`src/rtl/owm_pkg.sv`:
```
package owm_pkg;

	localparam int unsigned TickW  = 10;
	localparam int unsigned BitW   = 3;
	localparam int unsigned ByteW  = 8;
	localparam int unsigned CmdW   = 3;
	localparam int unsigned CfgIdxW = 3;
	localparam int unsigned CfgDataW = 10;
	localparam int unsigned InDataW  = 16;
	localparam int unsigned OutDataW = 16;

	localparam logic [CmdW-1:0] CMD_RESET = 3'd0;
	localparam logic [CmdW-1:0] CMD_WBIT  = 3'd1;
	localparam logic [CmdW-1:0] CMD_RBIT  = 3'd2;
	localparam logic [CmdW-1:0] CMD_WBYTE = 3'd3;
	localparam logic [CmdW-1:0] CMD_RBYTE = 3'd4;

	localparam logic [CfgIdxW-1:0] REG_RESET_LOW     = 3'd0;
	localparam logic [CfgIdxW-1:0] REG_PRESENCE_WAIT = 3'd1;
	localparam logic [CfgIdxW-1:0] REG_RESET_TAIL    = 3'd2;
	localparam logic [CfgIdxW-1:0] REG_GAP           = 3'd3;
	localparam logic [CfgIdxW-1:0] REG_WRITE_SHORT   = 3'd4;
	localparam logic [CfgIdxW-1:0] REG_WRITE_LONG    = 3'd5;
	localparam logic [CfgIdxW-1:0] REG_READ_SAMPLE   = 3'd6;
	localparam logic [CfgIdxW-1:0] REG_READ_TAIL     = 3'd7;

	localparam logic [BitW-1:0] LAST_BIT = 3'd7;

	typedef enum logic [9:0] {
		PH_IDLE     = 10'b00_0000_0001,
		PH_RST_LOW  = 10'b00_0000_0010,
		PH_RST_WAIT = 10'b00_0000_0100,
		PH_RST_TAIL = 10'b00_0000_1000,
		PH_GAP      = 10'b00_0001_0000,
		PH_WLOW     = 10'b00_0010_0000,
		PH_WREL     = 10'b00_0100_0000,
		PH_RLOW     = 10'b00_1000_0000,
		PH_RWAIT    = 10'b01_0000_0000,
		PH_RTAIL    = 10'b10_0000_0000
	} phase_t;

	typedef struct packed {
		logic [9:0] reset_low;
		logic [7:0] presence_wait;
		logic [9:0] reset_tail;
		logic [3:0] gap;
		logic [3:0] write_short;
		logic [6:0] write_long;
		logic [5:0] read_sample;
		logic [6:0] read_tail;
	} cfg_t;

	typedef struct packed {
		phase_t            phase;
		logic [TickW-1:0]  tick;
		logic [BitW-1:0]   bits;
		logic [ByteW-1:0]  shift;
		logic [CmdW-1:0]   cmd;
	} state_t;

	typedef struct packed {
		logic             start_req;
		logic [CmdW-1:0]  command;
		logic [ByteW-1:0] data;
		logic             line_in;
	} tick_in_t;

	typedef struct packed {
		logic             drive_low;
		logic             busy_res;
		logic             done_res;
		logic [ByteW-1:0] result_data;
	} tick_out_t;

endpackage

```
`src/rtl/one_wire_bus_master_unit.sv`:
```
// The result of an accepted tick is registered and is on m_tdata in the next cycle.
// Throughput: one tick per cycle; the phase/slot step is a single registered
// pass from the state register to the result register. A held result stalls
// the input side only while m_tready is low.
// Reset (arst_n low, asynchronous): phase idle, counters and shift cleared,
// timing registers back to their defaults, no result pending.
module one_wire_bus_master_unit (
	input  logic                             clk,
	input  logic                             arst_n,
	input  logic                             s_tvalid,
	output logic                             s_tready,
	// [0] start_req, [3:1] command, [11:4] data, [12] line_in, [15:13] zero
	input  logic [owm_pkg::InDataW-1:0]      s_tdata,
	output logic                             m_tvalid,
	input  logic                             m_tready,
	// [0] drive_low, [1] busy_res, [2] done_res, [10:3] result_data, [15:11] zero
	output logic [owm_pkg::OutDataW-1:0]     m_tdata,
	input  logic                             cfg_valid,
	output logic                             cfg_ready,
	input  logic [owm_pkg::CfgIdxW-1:0]      cfg_index,
	input  logic [owm_pkg::CfgDataW-1:0]     cfg_data
);

	owm_pkg::cfg_t      cfg;
	owm_pkg::state_t    state_q;
	owm_pkg::state_t    state_nxt;
	owm_pkg::tick_in_t  tin;
	owm_pkg::tick_out_t tout;
	owm_pkg::tick_out_t res_q;
	logic               res_valid_q;
	logic               in_xfer;

	assign cfg_ready = 1'b1;

	owm_cfg u_cfg (
		.clk      (clk),
		.arst_n   (arst_n),
		.wr_en    (cfg_valid),
		.wr_index (cfg_index),
		.wr_data  (cfg_data),
		.cfg      (cfg)
	);

	assign tin.start_req = s_tdata[0];
	assign tin.command   = s_tdata[3:1];
	assign tin.data      = s_tdata[11:4];
	assign tin.line_in   = s_tdata[12];

	owm_step u_step (
		.cfg  (cfg),
		.cur  (state_q),
		.tin  (tin),
		.nxt  (state_nxt),
		.tout (tout)
	);

	// next tick is taken whenever the result slot is empty or draining
	assign s_tready = !res_valid_q || m_tready;
	assign in_xfer  = s_tvalid && s_tready;

	always_ff @(posedge clk or negedge arst_n) begin
		if (!arst_n) begin
			state_q.phase <= owm_pkg::PH_IDLE;
			state_q.tick  <= '0;
			state_q.bits  <= '0;
			state_q.shift <= '0;
			state_q.cmd   <= owm_pkg::CMD_RESET;
			res_valid_q   <= 1'b0;
		end else begin
			if (in_xfer) begin
				state_q <= state_nxt;
			end
			if (in_xfer) begin
				res_valid_q <= 1'b1;
			end else if (m_tready) begin
				res_valid_q <= 1'b0;
			end
		end
	end

	always_ff @(posedge clk) begin
		if (in_xfer) begin
			res_q <= tout;
		end
	end

	assign m_tvalid = res_valid_q;
	assign m_tdata  = {5'b0, res_q.result_data, res_q.done_res, res_q.busy_res,
	                   res_q.drive_low};

endmodule

```
`src/rtl/owm_cfg.sv`:
```
module owm_cfg (
	input  logic                            clk,
	input  logic                            arst_n,
	input  logic                            wr_en,
	input  logic [owm_pkg::CfgIdxW-1:0]     wr_index,
	input  logic [owm_pkg::CfgDataW-1:0]    wr_data,
	output owm_pkg::cfg_t                   cfg
);

	owm_pkg::cfg_t cfg_q;

	always_ff @(posedge clk or negedge arst_n) begin
		if (!arst_n) begin
			cfg_q.reset_low     <= 10'd500;
			cfg_q.presence_wait <= 8'd100;
			cfg_q.reset_tail    <= 10'd400;
			cfg_q.gap           <= 4'd2;
			cfg_q.write_short   <= 4'd4;
			cfg_q.write_long    <= 7'd64;
			cfg_q.read_sample   <= 6'd15;
			cfg_q.read_tail     <= 7'd60;
		end else if (wr_en) begin
			unique case (wr_index)
				owm_pkg::REG_RESET_LOW:     cfg_q.reset_low     <= wr_data;
				owm_pkg::REG_PRESENCE_WAIT: cfg_q.presence_wait <= wr_data[7:0];
				owm_pkg::REG_RESET_TAIL:    cfg_q.reset_tail    <= wr_data;
				owm_pkg::REG_GAP:           cfg_q.gap           <= wr_data[3:0];
				owm_pkg::REG_WRITE_SHORT:   cfg_q.write_short   <= wr_data[3:0];
				owm_pkg::REG_WRITE_LONG:    cfg_q.write_long    <= wr_data[6:0];
				owm_pkg::REG_READ_SAMPLE:   cfg_q.read_sample   <= wr_data[5:0];
				owm_pkg::REG_READ_TAIL:     cfg_q.read_tail     <= wr_data[6:0];
				default: ;
			endcase
		end
	end

	assign cfg = cfg_q;

endmodule

```
`src/rtl/owm_step.sv`:
```
module owm_step (
	input  owm_pkg::cfg_t      cfg,
	input  owm_pkg::state_t    cur,
	input  owm_pkg::tick_in_t  tin,
	output owm_pkg::state_t    nxt,
	output owm_pkg::tick_out_t tout
);

	owm_pkg::state_t               st;
	logic [owm_pkg::TickW-1:0]     raw_len;
	logic [owm_pkg::TickW-1:0]     len;
	logic                          is_write;

	always_comb begin
		st   = cur;
		tout = '0;

		// a start is taken only from idle and only for a known command
		if (cur.phase == owm_pkg::PH_IDLE && tin.start_req &&
		    tin.command <= owm_pkg::CMD_RBYTE) begin
			st.cmd   = tin.command;
			st.bits  = '0;
			st.tick  = '0;
			st.shift = (tin.command == owm_pkg::CMD_WBIT ||
			            tin.command == owm_pkg::CMD_WBYTE) ? tin.data : '0;
			st.phase = (tin.command == owm_pkg::CMD_RESET) ?
			           owm_pkg::PH_RST_LOW : owm_pkg::PH_GAP;
		end

		is_write = (st.cmd == owm_pkg::CMD_WBIT || st.cmd == owm_pkg::CMD_WBYTE);

		unique case (st.phase) inside
			owm_pkg::PH_RST_LOW:  raw_len = cfg.reset_low;
			owm_pkg::PH_RST_WAIT: raw_len = {2'b0, cfg.presence_wait};
			owm_pkg::PH_RST_TAIL: raw_len = cfg.reset_tail;
			owm_pkg::PH_GAP,
			owm_pkg::PH_RLOW:     raw_len = {6'b0, cfg.gap};
			owm_pkg::PH_WLOW:     raw_len = st.shift[0] ? {6'b0, cfg.write_short}
			                                            : {3'b0, cfg.write_long};
			owm_pkg::PH_WREL:     raw_len = st.shift[0] ? {3'b0, cfg.write_long}
			                                            : {6'b0, cfg.write_short};
			owm_pkg::PH_RWAIT:    raw_len = {4'b0, cfg.read_sample};
			default:              raw_len = {3'b0, cfg.read_tail};
		endcase
		// a zero length still takes one tick
		len = (raw_len == '0) ? owm_pkg::TickW'(1) : raw_len;

		if (st.phase != owm_pkg::PH_IDLE) begin
			tout.busy_res  = 1'b1;
			tout.drive_low = (st.phase == owm_pkg::PH_RST_LOW ||
			                  st.phase == owm_pkg::PH_WLOW ||
			                  st.phase == owm_pkg::PH_RLOW);
			st.tick = st.tick + owm_pkg::TickW'(1);
			if (st.tick >= len) begin
				st.tick = '0;
				unique case (st.phase)
					owm_pkg::PH_RST_LOW:  st.phase = owm_pkg::PH_RST_WAIT;
					owm_pkg::PH_RST_WAIT: begin
						st.shift = {7'b0, tin.line_in};
						st.phase = owm_pkg::PH_RST_TAIL;
					end
					owm_pkg::PH_RST_TAIL: begin
						tout.done_res    = 1'b1;
						tout.result_data = {7'b0, st.shift[0]};
						st.phase         = owm_pkg::PH_IDLE;
					end
					owm_pkg::PH_GAP:  st.phase = is_write ? owm_pkg::PH_WLOW
					                                      : owm_pkg::PH_RLOW;
					owm_pkg::PH_WLOW: st.phase = owm_pkg::PH_WREL;
					owm_pkg::PH_WREL: begin
						if (st.cmd == owm_pkg::CMD_WBYTE && st.bits != owm_pkg::LAST_BIT) begin
							st.bits  = st.bits + owm_pkg::BitW'(1);
							st.shift = {1'b0, st.shift[7:1]};
							st.phase = owm_pkg::PH_GAP;
						end else begin
							tout.done_res = 1'b1;
							st.phase      = owm_pkg::PH_IDLE;
						end
					end
					owm_pkg::PH_RLOW:  st.phase = owm_pkg::PH_RWAIT;
					owm_pkg::PH_RWAIT: begin
						st.shift = {tin.line_in, st.shift[7:1]};
						st.phase = owm_pkg::PH_RTAIL;
					end
					owm_pkg::PH_RTAIL: begin
						if (st.cmd == owm_pkg::CMD_RBYTE && st.bits != owm_pkg::LAST_BIT) begin
							st.bits  = st.bits + owm_pkg::BitW'(1);
							st.phase = owm_pkg::PH_GAP;
						end else begin
							tout.done_res    = 1'b1;
							tout.result_data = (st.cmd == owm_pkg::CMD_RBYTE) ? st.shift
							                   : {7'b0, st.shift[7]};
							st.phase         = owm_pkg::PH_IDLE;
						end
					end
					default: st.phase = owm_pkg::PH_IDLE;
				endcase
			end
		end

		nxt = st;
	end

endmodule

```
`config.mk`:
```
export PLATFORM = sky130hd
export DESIGN_NAME = one_wire_bus_master_unit
export DESIGN_NICKNAME = d
export VERILOG_FILES = /design/src/rtl/owm_pkg.sv /design/src/rtl/one_wire_bus_master_unit.sv /design/src/rtl/owm_cfg.sv /design/src/rtl/owm_step.sv
export SDC_FILE = /design/constraint.sdc
export NUM_CORES = 1
export LEC_CHECK = 0
export BUFFER_PORTS_ARGS = -buffer_cell sky130_fd_sc_hd__buf_2
export CAP_MARGIN = 10
export CORE_MARGIN = 2
export CORE_UTILIZATION = 35
export DETAILED_ROUTE_END_ITERATION = 6
export PLACE_DENSITY = 0.55
export SLEW_MARGIN = 20
export SYNTH_ARGS = -nofsm -noshare
export SYNTH_HDL_FRONTEND = slang
export SYNTH_SLANG_ARGS = --single-unit
```
`constraint.sdc`:
```
create_clock -name clk -period 5.9 [get_ports clk]
set_input_delay 0.885 -clock clk [delete_from_list [all_inputs] [get_ports clk]]
set_output_delay 0.885 -clock clk [all_outputs]
set_load 0.02 [all_outputs]
```
== Word-level counts from Yosys, hierarchy flattened ==
Index checks and enable logic that the tools add are counted.
Storage, ports and cells
  output and inout port bits: 19
  word-level logic and storage cells: 97
  register bits after elaboration: 102
  input bits: 34
Operators by class
  reduce and logical (&&, ||, !) cells: 25
  add/sub/neg operators: 2
  equal/unequal tests: 24
  multiplexer cells: 26
  order comparisons: 2
Operators by type and width (number)
  one-hot mux 10 bit (8 select lines): 1
  one-hot mux 10 bit (7 select lines): 1
  two-way mux 31 bit: 2
  two-way mux 34 bit: 1
  two-way mux 8 bit: 3
  one-hot mux 8 bit (3 select lines): 1
  two-way mux 10 bit: 2
  two-way mux 9 bit: 2
  AND reduction 2 bit: 9
  one-hot mux 8 bit (2 select lines): 1
  == test 3 bit (second input constant): 5
  two-way mux 5 bit: 3
  two-way mux 7 bit: 2
  == test 3 x 2 -> 1 bit (second input constant): 4
  two-way mux 11 bit: 1
  adder 10 x 1 -> 10 bit (second input constant): 1
  == test 10 x 1 -> 1 bit (second input constant): 1
  == test 10 bit (second input constant): 1
  == test 10 x 2 -> 1 bit (second input constant): 1
  == test 10 x 3 -> 1 bit (second input constant): 1
  == test 10 x 4 -> 1 bit (second input constant): 1
  == test 10 x 5 -> 1 bit (second input constant): 1
  == test 10 x 6 -> 1 bit (second input constant): 1
  == test 10 x 7 -> 1 bit (second input constant): 1
  19 further kinds: 32

== Logic depth before layout (Yosys ltp) ==
  word-level depth: 12
  mapped depth: 23
  depth with buffers taken out: 17

== Cells and area by module ==
From an unflattened synthesis, not the netlist that was laid out.
Unflattened totals
  cell total of the unflattened synthesis: 535
  area, all modules: 6221.0 um^2
By module, submodules not included
  owm_cfg: times used 1, area an instance 2351.0 um^2, cells each 127, seq. area each 1430.1 um^2
  owm_step: times used 1, area an instance 2049.5 um^2, cells each 313, seq. area each 0.0 um^2
  one_wire_bus_master_unit: times used 1, area an instance 1820.5 um^2, cells each 95, seq. area each 1207.4 um^2

== Worst setup path before layout ==
OpenSTA, ideal clock, no wires.
  path kind: register -> register
  start: register state_q[32] (netlist bit)
  end: register state_q[27] (netlist bit)
  slack: 1058 ps
  arrival time: 4718 ps
  period minus slack after synthesis: 4842 ps
  path buffers: 3
  cell stages (with the launch flop): 19
  data required time: 5775 ps
  library setup time: 125 ps
  cells stage by stage: dfrtp_1 > buf_6 > or4_4 > buf_6 > nor4_4 > mux2i_1 > mux2i_1 > a221o_1 > mux2_2 > o31ai_1 > ha_1 > nand2b_1 > a21o_1 > a211oi_1 > o21ai_1 > and2_1 > buf_2 > nand2_2 > mux2_2
Between the ends
  cells in the longest elaborated chain, start to end: 12
  elaborated cells between the ends (all ways): 25
  classes of those cells: add/sub (1); order compare (1); eq/ne (11); mux (8); reduce/logical (4)
RTL lines
  start, declared: RTL line one_wire_bus_master_unit.sv:25  | owm_pkg::state_t state_q;
  start signal, assigned: RTL line one_wire_bus_master_unit.sv:71  | state_q <= state_nxt;
  == test 10 x 1 -> 1 bit: RTL line owm_step.sv:19  | if (cur.phase == owm_pkg::PH_IDLE && tin.start_req &&
  logical AND 1 bit (2 in series): RTL line owm_step.sv:19
  two-way mux 34 bit *: RTL line owm_step.sv:19
  == test 10 x 8 -> 1 bit or == test 10 x 5 -> 1 bit (tied branches): RTL line owm_step.sv:56  | unique case (st.phase)
  OR reduction 2 bit: RTL line owm_step.sv:32  | unique case (st.phase) inside
  one-hot mux 10 bit (7 select lines): RTL line owm_step.sv:32
  logical NOT 10 bit: RTL line owm_step.sv:46  | len = (raw_len == '0) ? owm_pkg::TickW'(1) : raw_len;
  two-way mux 10 bit: RTL line owm_step.sv:46
  >= comparator 10 bit: RTL line owm_step.sv:54  | if (st.tick >= len) begin
  two-way mux 31 bit: RTL line owm_step.sv:54
  two-way mux 31 bit *: RTL line owm_step.sv:48  | if (st.phase != owm_pkg::PH_IDLE) begin
Mark *: on every way between the ends. The rest lies on a longest branch, timed or not.
A chain may end at the register's enable or synchronous reset.

== Worst setup path after layout ==
  start: register state_q[33] (netlist bit)
  end: register state_q[27] (netlist bit)
The elaborated chain is that of the path after synthesis.

==> flow_summary.ini <==
[place]
dp_hpwl_mm = 9.919
dp.cells = 780
post-place-ws_ns = 0.4961
port_buffers = 43
place_congestion = 0.8399
placed_area_mm2 = 0.006207

[layout]
antenna_cells = 0
area_growth_pct = 12.40
final_cells = 796
final_core_util_pct = 40.55
final_net_count = 622
drive_above_1_share_pct = 31.55
postLayoutCellArea_mm2 = 0.006489

[clock_tree]
post_cts_resized = 0
hold_buffers = 0
root_buffer = clkbuf_16
post_cts_buffers = 0
insertion_delay_ns = 0.36
clockBufferDepth = 2
cts_sinks = 102
cts_buffers = 9
htreeDepth = 3
cts_tree = yes
path_clk_slew_ns = 0.07

[routing]
via_count = 4268
dr.first_iter.drc_count = 173
wire_per_inst_um = 17.29
via_per_inst = 5.362
drc = 0
finalWirelength_mm = 13.77
ant_nets = 0
drtPass1Iterations = 4

[synth]
async_flop_share_pct = 89.22
synth_top_area_share_pct = 29.04
synth_edf_count = 11
seq_area_frac_synth_pct = 45.69
yosysWarnings = 0
synth.avg_cell_area_um2 = 10.79
ys_top_cells_by_count = dfrtp_1 (67), mux2_2 (61), nand2_1 (47), nor2_1 (38), dfstp_2 (24)
synthCells = 535
post-synth-top-count-cell = dfrtp_1
synth_top_area_cell = dfrtp_1
ys_types = 78
synth.area.top_cells = dfrtp_1 (29%), mux2_2 (12%), dfstp_2 (11%)
syn-cell-area_mm2 = 0.005773
synthFlopType = dfrtp_1
yosys_register_bits = 102

[global_route]
overflow = 0
grt_max_degree = 76
grtUsageTotal_pct = 15.96
grt_pass1_vias = 4176
antenna_found_initial = 0
grt_pass1_wl_mm = 22.19

[floorplanning]
ioPinCount = 53
die_area_mm2 = 0.01754
start_util_pct = 36.08
die_w_um = 132.4
rows = 46
dieHeight_um = 132.4
core_area_mm2 = 0.01600

[setup_path]
start_kind = register
path_cells = or4_4 > nor4_4 > mux2i_1 > mux2i_1 > buf_4 > a221o_1 > mux2_2 > o31ai_1 > ha_1 > nand2b_1 > a21o_1 > a211oi_1 > o21ai_1 > and2_1 > nand2_2 > mux2_2
crit_path_start = state_q[33]
end_kind = register
slowest_stage = or4_4
rr_worst_depth = 16
rr_endpoint = state_q[27]
r2r-start = state_q[33]
reg2reg_slack_ns = 0.59
critPathKind = register to register
arrival_ns = 5.55
required_ns = 6.14
cp-endpoint = state_q[27]
critPathMaxFanout = 9
slowest_delay_ns = 0.64

[power_and_ir_drop]
ir_drop_v = 0.0002219
p_leak_nw = 2.715
p_per_area_mw_per_mm2 = 510.6
total_power_mw = 3.313

[sta]
period_minus_slack_ns = 5.310
setup_tns_ns = 0
maxSlewViolCount = 0
timing.hold.ws_ns = 0.4022
rsz0062_at_grt = no
fin_ws_ns = 0.5903
skew_ns = 0.007604
final-setup-viol-count = 0
min_period_over_period_pct = 89.99
relSlewSlack_pct = 37.84
hold_violations = 0
clock.fmax_ghz = 0.1883
tightest_slew_ns = 0.9324

[hold_path]
hold_path.class = primary input to asynchronous set/reset pin

[flow_run]
max_cap_viol_count = 0

[outcome]
status = finished, final reports clean
## flip-flops by register name, summed over array words and instances, names as in the netlist
register and flops:
m_tdata 11, m_tvalid 1, state_q 34, u_cfg.cfg 56
## cells in the final DEF (no fill, tap or decap), types with 5 or more instances in the layout
cell type | synthesis | layout
a22o_1 | 14 | 14
dfstp_2 | 24 | 24
o21ai_0 | 17 | 17
and2_1 | 6 | 6
o211ai_1 | 5 | 5
a21o_1 | 7 | 7
buf_4 | 6 | 15
buf_2 | 7 | 42
nand2_1 | 47 | 47
mux2_2 | 61 | 61
conb_1 | 2 | 6
nand4_1 | 9 | 9
nand2b_1 | 7 | 7
clkbuf_16 | 0 | 9
xnor2_1 | 5 | 5
nand3_1 | 14 | 14
a221oi_1 | 12 | 12
ha_1 | 13 | 13
edfxtp_1 | 11 | 11
nor4_1 | 5 | 5
nor2b_1 | 7 | 7
a21oi_1 | 10 | 10
nor2_1 | 38 | 38
and3_1 | 6 | 6
nand4b_1 | 5 | 5
a22oi_1 | 12 | 12
dfrtp_1 | 67 | 67
inv_1 | 13 | 13
## cell type report
type / instances / area, µm²
clock buffers: 9 / 225.2
clock inverters: 7 / 56.30
fillers: 1599 / 9512
inverters: 15 / 56.30
multi-input cells: 390 / 2920
flip-flops and latches: 102 / 2638
well taps: 216 / 270.3
repair buffers: 57 / 322.8
## worst min path at each step
| stage | cells after the start | to | start | slack, ns |
|---|---|---|---|---|
| finish | 1 | m_tvalid | arst_n | 0.40 |
| CTS | 1 | state_q[4] | arst_n | 0.40 |
| detailed placement | 1 | state_q[11] | state_q[11] | 0.47 |
| global route | 1 | state_q[7] | arst_n | 0.40 |
| global placement | 1 | state_q[11] | state_q[11] | 0.46 |
| floorplan | 1 | state_q[11] | state_q[11] | 0.44 |
## worst max-delay path, delay by kind of cell, from the launching register on
family / cells / cell delay (ns)
AO/OA/AOI/OAI: 5 / 1.19
adder cells (fa/ha/maj): 1 / 0.28
buffers and inverters: 1 / 0.19
flip-flops: 1 / 0.47
multiplexers: 4 / 1.44
AND/OR/NAND/NOR: 5 / 1.61
## metal layers
layer	GRT usage, %	vias up	part of all wire, %
met2	26.05	85	47
met4	5.018	0	1.9
met3	3.142	19	4.0
met1	21.43	2089	47
met5	0	-	0
li1	-	2075	-
## kinds of logic after synthesis
kind of cell | Yosys count | synth area share (%)
flip-flops | 102 | 45.69
AO/OA/AOI/OAI | 112 | 14.63
multiplexers | 67 | 13.37
AND/OR/NAND/NOR | 184 | 18.16
adder cells (fa/ha/maj) | 13 | 2.818
other | 2 | 0.1301
buffers and inverters | 47 | 3.988
XOR/XNOR | 8 | 1.214
## power breakdown
group	leakage (nW)	total, mW	switching, mW	internal, mW
Combinational	1.39	1.67	0.999	0.666
Clock	0.144	0.575	0.282	0.293
Sequential	1.18	1.07	0.152	0.921
Total	2.72	3.31	1.43	1.88
Power figures use the tool's default switching activity.
